**src/design/slpq_pkg.sv**
```systemverilog
`default_nettype none

package slpq_pkg;

    // default capacity of the store
    localparam int DEPTH_DEF = 16;

    // opcodes
    localparam logic OP_INSERT = 1'b0;
    localparam logic OP_REMOVE = 1'b1;

    // result status codes
    localparam logic [1:0] ST_OK    = 2'd0;
    localparam logic [1:0] ST_RANGE = 2'd1;
    localparam logic [1:0] ST_FULL  = 2'd2;
    localparam logic [1:0] ST_EMPTY = 2'd3;

    typedef struct packed {
        logic        opcode;
        logic [31:0] key_value;
        logic [3:0]  position;
    } req_t;

    typedef struct packed {
        logic [31:0] max_key;
        logic [1:0]  status;
        logic [4:0]  entry_count;
    } rsp_t;

    // commands from the controller to the datapath
    typedef struct packed {
        logic load;
        logic compare;
        logic commit;
    } cmd_t;

endpackage

`default_nettype wire

```
**src/design/slpq_ctrl.sv**
```systemverilog
`default_nettype none

module slpq_ctrl (
    input  wire logic         clk,
    input  wire logic         rst_n,
    input  wire logic         req_valid,
    output logic              req_ready,
    output logic              rsp_valid,
    input  wire logic         rsp_ready,
    output slpq_pkg::cmd_t    cmd
);
    import slpq_pkg::*;

    localparam logic [1:0] S_IDLE = 2'd0;
    localparam logic [1:0] S_CMP  = 2'd1;
    localparam logic [1:0] S_UPD  = 2'd2;

    logic [1:0] state_reg, state_next;
    logic       rsp_valid_reg, rsp_valid_next;
    logic       slot_free;

    assign slot_free = !rsp_valid_reg || rsp_ready;

    always_comb
    begin
        state_next  = state_reg;
        cmd.load    = 1'b0;
        cmd.compare = 1'b0;
        cmd.commit  = 1'b0;
        unique case (state_reg)
            S_IDLE:
            begin
                if (req_valid)
                begin
                    cmd.load   = 1'b1;
                    state_next = S_CMP;
                end
            end
            S_CMP:
            begin
                cmd.compare = 1'b1;
                state_next  = S_UPD;
            end
            S_UPD:
            begin
                // hold until the result register can take the new result
                if (slot_free)
                begin
                    cmd.commit = 1'b1;
                    state_next = S_IDLE;
                end
            end
            default:
            begin
                state_next = S_IDLE;
            end
        endcase
    end

    always_comb
    begin
        priority if (cmd.commit)
            rsp_valid_next = 1'b1;
        else if (rsp_ready)
            rsp_valid_next = 1'b0;
        else
            rsp_valid_next = rsp_valid_reg;
    end

    always_ff @(posedge clk or negedge rst_n)
    begin
        if (!rst_n)
        begin
            state_reg     <= S_IDLE;
            rsp_valid_reg <= 1'b0;
        end
        else
        begin
            state_reg     <= state_next;
            rsp_valid_reg <= rsp_valid_next;
        end
    end

    assign req_ready = (state_reg == S_IDLE);
    assign rsp_valid = rsp_valid_reg;

endmodule

`default_nettype wire

```
**src/design/slpq_dpath.sv**
```systemverilog
`default_nettype none

module slpq_dpath #(
    parameter int DEPTH = slpq_pkg::DEPTH_DEF
) (
    input  wire logic            clk,
    input  wire logic            rst_n,
    input  wire slpq_pkg::cmd_t  cmd,
    input  wire slpq_pkg::req_t  req_item,
    output slpq_pkg::rsp_t       rsp_item
);
    import slpq_pkg::*;

    localparam int CW = $clog2(DEPTH + 1);
    localparam int PW = (CW > 4) ? CW : 4;
    localparam int XW = (CW > 5) ? CW : 5;

    // cell 0 holds the greatest key; keys descend toward higher cells
    logic [31:0]    cell_reg  [DEPTH];
    logic [31:0]    cell_next [DEPTH];
    logic [31:0]    shift_in  [DEPTH];
    logic [31:0]    up_in     [DEPTH];

    logic           op_reg;
    logic [31:0]    key_reg;
    logic [3:0]     pos_reg;

    logic [DEPTH-1:0] ge_reg, ge_next;
    logic [1:0]     st_reg, st_next;
    logic [CW-1:0]  q_reg, q_next;
    logic [CW-1:0]  count_reg, count_next;
    logic [XW-1:0]  count_ext;
    rsp_t           rsp_reg, rsp_next;
    logic           do_update;

    always_ff @(posedge clk)
    begin
        if (cmd.load)
        begin
            op_reg  <= req_item.opcode;
            key_reg <= req_item.key_value;
            pos_reg <= req_item.position;
        end
    end

    // parallel compare against every live cell
    always_comb
    begin
        for (int p = 0; p < DEPTH; p++)
            ge_next[p] = (CW'(p) < count_reg) && (cell_reg[p] >= key_reg);
    end

    always_comb
    begin
        q_next = count_reg - CW'(1) - CW'(pos_reg);
        priority if (op_reg == OP_INSERT)
            st_next = (count_reg == CW'(DEPTH)) ? ST_FULL : ST_OK;
        else if (count_reg == '0)
            st_next = ST_EMPTY;
        else if (PW'(pos_reg) >= PW'(count_reg))
            st_next = ST_RANGE;
        else
            st_next = ST_OK;
    end

    always_ff @(posedge clk)
    begin
        if (cmd.compare)
        begin
            ge_reg <= ge_next;
            st_reg <= st_next;
            q_reg  <= q_next;
        end
    end

    assign do_update = cmd.commit && (st_reg == ST_OK);

    genvar g;
    generate
        for (g = 0; g < DEPTH; g++)
        begin : g_cell
            if (g == 0)
            begin : g_first
                assign shift_in[g] = key_reg;
            end
            else
            begin : g_rest
                assign shift_in[g] = ge_reg[g-1] ? key_reg : cell_reg[g-1];
            end
            if (g == DEPTH - 1)
            begin : g_top
                assign up_in[g] = cell_reg[g];
            end
            else
            begin : g_below
                assign up_in[g] = cell_reg[g+1];
            end
        end
    endgenerate

    always_comb
    begin
        for (int p = 0; p < DEPTH; p++)
        begin
            cell_next[p] = cell_reg[p];
            if (do_update)
            begin
                if (op_reg == OP_INSERT)
                    cell_next[p] = ge_reg[p] ? cell_reg[p] : shift_in[p];
                else if (CW'(p) >= q_reg)
                    cell_next[p] = up_in[p];
            end
        end
    end

    always_ff @(posedge clk)
    begin
        cell_reg <= cell_next;
    end

    always_comb
    begin
        count_next = count_reg;
        if (do_update)
        begin
            if (op_reg == OP_INSERT)
                count_next = count_reg + CW'(1);
            else
                count_next = count_reg - CW'(1);
        end
    end

    always_ff @(posedge clk or negedge rst_n)
    begin
        if (!rst_n)
            count_reg <= '0;
        else
            count_reg <= count_next;
    end

    assign count_ext = XW'(count_next);

    always_comb
    begin
        rsp_next.max_key     = (do_update && op_reg == OP_REMOVE) ? cell_reg[0] : 32'd0;
        rsp_next.status      = st_reg;
        rsp_next.entry_count = count_ext[4:0];
    end

    always_ff @(posedge clk)
    begin
        if (cmd.commit)
            rsp_reg <= rsp_next;
    end

    assign rsp_item = rsp_reg;

endmodule

`default_nettype wire

```
**src/design/sorted_list_priority_queue_core.sv**
```systemverilog
// a request transaction is taken only in idle; the controller then steps through compare
//   and update, and a new request waits until the update has committed the response;
//   the update waits while an unread response holds the output
// every cell compares and shifts in parallel, so the sequence does not depend on DEPTH
// reset: rst_n is asynchronous and active low; it empties the store and drops rsp_valid
`default_nettype none

module sorted_list_priority_queue_core #(
    parameter int DEPTH = slpq_pkg::DEPTH_DEF
) (
    input  wire logic            clk,
    input  wire logic            rst_n,
    input  wire logic            req_valid,
    output logic                 req_ready,
    input  wire slpq_pkg::req_t  req_item,
    output logic                 rsp_valid,
    input  wire logic            rsp_ready,
    output slpq_pkg::rsp_t       rsp_item
);
    import slpq_pkg::*;

    // command bundle from the sequencer to the compare/shift datapath
    cmd_t cmd;

    // sequencer: idle -> compare -> update, owns both handshakes
    slpq_ctrl u_ctrl (
        .clk       (clk),
        .rst_n     (rst_n),
        .req_valid (req_valid),
        .req_ready (req_ready),
        .rsp_valid (rsp_valid),
        .rsp_ready (rsp_ready),
        .cmd       (cmd)
    );

    // key cells kept largest-first, so the greatest key sits in cell 0;
    // insert shifts the smaller keys up one cell, remove pulls the cells
    // above the removed one down, both in the update step
    slpq_dpath #(
        .DEPTH (DEPTH)
    ) u_dpath (
        .clk      (clk),
        .rst_n    (rst_n),
        .cmd      (cmd),
        .req_item (req_item),
        .rsp_item (rsp_item)
    );

endmodule

`default_nettype wire

```
**config.mk**
```make
export PLATFORM = sky130hd
export DESIGN_NAME = sorted_list_priority_queue_core
export DESIGN_NICKNAME = d
export VERILOG_FILES = /design/src/design/slpq_pkg.sv /design/src/design/slpq_ctrl.sv /design/src/design/slpq_dpath.sv /design/src/design/sorted_list_priority_queue_core.sv
export SDC_FILE = /design/constraint.sdc
export NUM_CORES = 2
export LEC_CHECK = 0
export ABC_CLOCK_PERIOD_IN_PS = 8550
export BUFFER_PORTS_ARGS = -buffer_cell sky130_fd_sc_hd__buf_2
export CORE_MARGIN = 2
export CORE_UTILIZATION = 30
export CTS_BUF_LIST = sky130_fd_sc_hd__clkbuf_16
export DETAILED_ROUTE_END_ITERATION = 6
export PLACE_DENSITY = 0.4
export SLEW_MARGIN = 5
export SYNTH_ARGS = -nofsm -noshare
export SYNTH_HDL_FRONTEND = slang
export SYNTH_HIERARCHICAL = 1
export SYNTH_SLANG_ARGS = --single-unit
export TNS_END_PERCENT = 30
```
**constraint.sdc**
```tcl
create_clock -name clk -period 8.55 [get_ports clk]
set_input_delay 1.71 -clock clk [delete_from_list [all_inputs] [get_ports clk]]
set_output_delay 1.71 -clock clk [all_outputs]
set_load 0.1 [all_outputs]
```
==> flow_summary.json <==
{
  "status": "finished clean",
  "peakVddDrop_mv": 0.130,
  "power_density_nw_per_um2": 223,
  "synth_async_sr_flop_share_pct": 1.29,
  "drtIter0Drc": 1653,
  "grt_max_degree": 209,
  "final_layout_size_suffix_gt1_share_pct": 8.56,
  "hold_ws_ns": 0.458,
  "final.min_clock_period_ns": 4.00,
  "grt_pass1_vias": 29973,
  "dieArea_sq_um": 138000,
  "path_max_fanout": 16,
  "synthCells": 3769,
  "critPathKind": "reg -> reg",
  "coreArea_sq_um": 134000,
  "largest_register_ff_count": 512,
  "start_util_pct": 30.3,
  "grt.total_usage_pct": 17.7,
  "synth-seq-cells": 619,
  "hp-class": "reg -> reg",
  "htree_num_levels": 3,
  "gp_congestion": 0.784,
  "routed_wl_microns": 123000,
  "nNetsFinal": 4368,
  "route.top_layer_used": "met4",
  "cts.path.max_buffers": 3,
  "fmax_mhz": 250,
  "end_kind": "flop",
  "post_cts_buffers": 0,
  "synth_sequential_area_ratio_pct": 45.7,
  "dp_hpwl_microns": 91700,
  "cts_buffers": 82,
  "synth-edff-count": 611,
  "synthDistinctLibCells": 59,
  "routedWlPerCell_microns": 21.9,
  "dr_total_vias": 28803,
  "die_y_microns": 372,
  "cap_violations": 0,
  "postCtsHoldBufs": 0,
  "clk_latency_ns": 0.67,
  "io_pins": 82,
  "cts_root_buffer": "clkbuf_16",
  "hold_violations": 0,
  "ctsResizeCount": 0,
  "antenna_left": 0,
  "area_growth_pct": 12.8,
  "syn_nets": 4335,
  "rsz0062_at_grt": "no",
  "cts_sinks": 619,
  "finalSetupViolations": 0,
  "relSlewSlack_pct": 18.2,
  "grt_pass1_wl_microns": 187000,
  "gr-total-overflow": 0,
  "power_mw": 10.2,
  "multi_input_area_sq_um": 21100,
  "num_rows": 134,
  "port-buffer-count": 81,
  "arrival_ns": 4.36,
  "met3_length_microns": 3430,
  "yosysWarningCount": 6,
  "vias_per_cell": 5.11,
  "antenna_found_initial": 3,
  "cp_data_required_time_ns": 8.91,
  "finClkSkew_ns": 0.0147,
  "timing.final.crit_share_pct": 46.8,
  "syn-cell-area_sq_um": 40500,
  "dr_wl_met2_microns": 60600,
  "route.detailed.drc": 0,
  "regArea_sq_um": 18500,
  "drv_slew": 0,
  "cts.clk_slew.worst_paths_ns": 0.06,
  "startpoint_type": "flop",
  "fillers": 13638,
  "met1_length_microns": 56800,
  "die_w_microns": 372,
  "setup_tns_ns": 0,
  "avgSynthCellArea_sq_um": 10.8,
  "p_leak_nw": 18.4,
  "ys.flop_type": "edfxtp_1",
  "worstMarginPinSlew_ns": 1.23,
  "first_pass_iters": 5,
  "cts_tree": "built"
}
final cells by class:
| cell class | instances | share of cell area, % |
|---|---|---|
| multi-input cells | 2860 | 46.1 |
| flip-flops and latches | 619 | 40.6 |
| well taps | 1768 | 4.84 |
| clock buffers | 87 | 4.76 |
| repair buffers | 163 | 2.29 |
| clock inverters | 62 | 0.851 |
| inverters | 76 | 0.624 |
| diodes | 1 | 0.00547 |
cells by family after synthesis:
kind of cell | Yosys count | synth area share (%)
adders and majority gates | 525 | 16.2
DFF | 619 | 45.7
and+or+nand+nor | 948 | 10.6
AOI/OAI and AO/OA | 895 | 12.5
muxes | 480 | 11.9
buffers and inverters | 290 | 2.70
xor gates and xnor gates | 12 | 0.259
synth_stat cells (15+ instances only):
| library cell | count | area, sq um |
|---|---|---|
| edfxtp_1 | 611 | 18300 |
| nand2_1 | 596 | 2240 |
| o21ai_0 | 526 | 2630 |
| ha_1 | 524 | 6560 |
| mux2i_1 | 448 | 4480 |
| clkbuf_1 | 198 | 743 |
| a21oi_1 | 183 | 916 |
| inv_1 | 75 | 282 |
| nand4_1 | 70 | 438 |
| nor2_1 | 66 | 248 |
| nand3_1 | 64 | 320 |
| and2_1 | 38 | 238 |
| and4_1 | 37 | 324 |
| a21o_1 | 33 | 248 |
| mux2_2 | 32 | 360 |
| o21a_1 | 26 | 195 |
| nand2b_1 | 22 | 138 |
| a221oi_1 | 19 | 166 |
| a2111oi_0 | 15 | 131 |
| nor3_1 | 15 | 75.1 |
worst max-delay path, stage by stage, from the launching register on:
cell and delay [ns]:
edfxtp_1 0.91, inv_1 0.30, buf_4 0.30, ha_1 0.31
and3_1 0.19, a221oi_1 0.40, o21ai_0 0.16, a311oi_1 0.83
o221ai_1 0.26
metal layers:
layer	GRT usage, %	vias to the layer above
met3	2.20	135
met5	0	-
met1	23.2	14049
li1	-	14307
met4	4.65	0
met2	30.8	312
per-stage QoR:
step	setup slack (ns)	instance area (sq um)	utilization (%)	std cells
after floorplan	2.81	40500	-	3769
after global placement	3.85	43200	32.3	5486
after detailed placement	3.82	43200	32.3	5486
after CTS	4.51	45700	34.2	5635
after global routing	4.32	45700	34.2	5635
final	4.55	45700	34.2	5636
power by group:
group	internal (mW)	switching (mW)	total (mW)	leakage [nW]
sequential	3.70	0.253	3.96	5.66
combinational	0.997	1.88	2.88	11.4
clock	1.97	1.42	3.38	1.34
total	6.67	3.55	10.2	18.4
path summary, 6_finish.rpt:
check	start	to	slack, ns	cells past startpoint
worst max-delay path	u_dpath/key_reg[6]	u_dpath/ge_reg[1]	4.55	8
worst min-delay path	u_dpath/st_reg[0]	u_dpath/rsp_item[5]	0.46	0
worst max register to register	u_dpath/key_reg[6]	u_dpath/ge_reg[1]	4.55	8
worst min register to register	u_dpath/st_reg[0]	u_dpath/rsp_item[5]	0.46	0
max in group asynchronous	rst_n	u_dpath/count_reg[0]	7.48	1
min in group asynchronous	rst_n	u_dpath/count_reg[3]	0.89	1
layout by cell type, fill, tap and decap left out, types with 9 or more instances in the layout:
master     count
edfxtp_1     611
nand2b_1      22
nand3_1       64
clkbuf_16     87
mux2_2        32
and2_1        37
ha_1         524
o21a_1        26
mux2i_1      448
clkinv_2      13
o31ai_1        9
nor2_1        56
buf_4         80
a2111oi_0     14
o21ai_0      526
nand2_1      595
and4_1        37
a221oi_1      19
a21oi_1      182
nor2_4         9
nor4_1        11
nor3_1        14
a221o_1       14
a21o_1        33
buf_2         81
clkinv_1      23
nand4_1       70
a21boi_0       9
inv_1         95
Power figures use the tool's default switching activity.
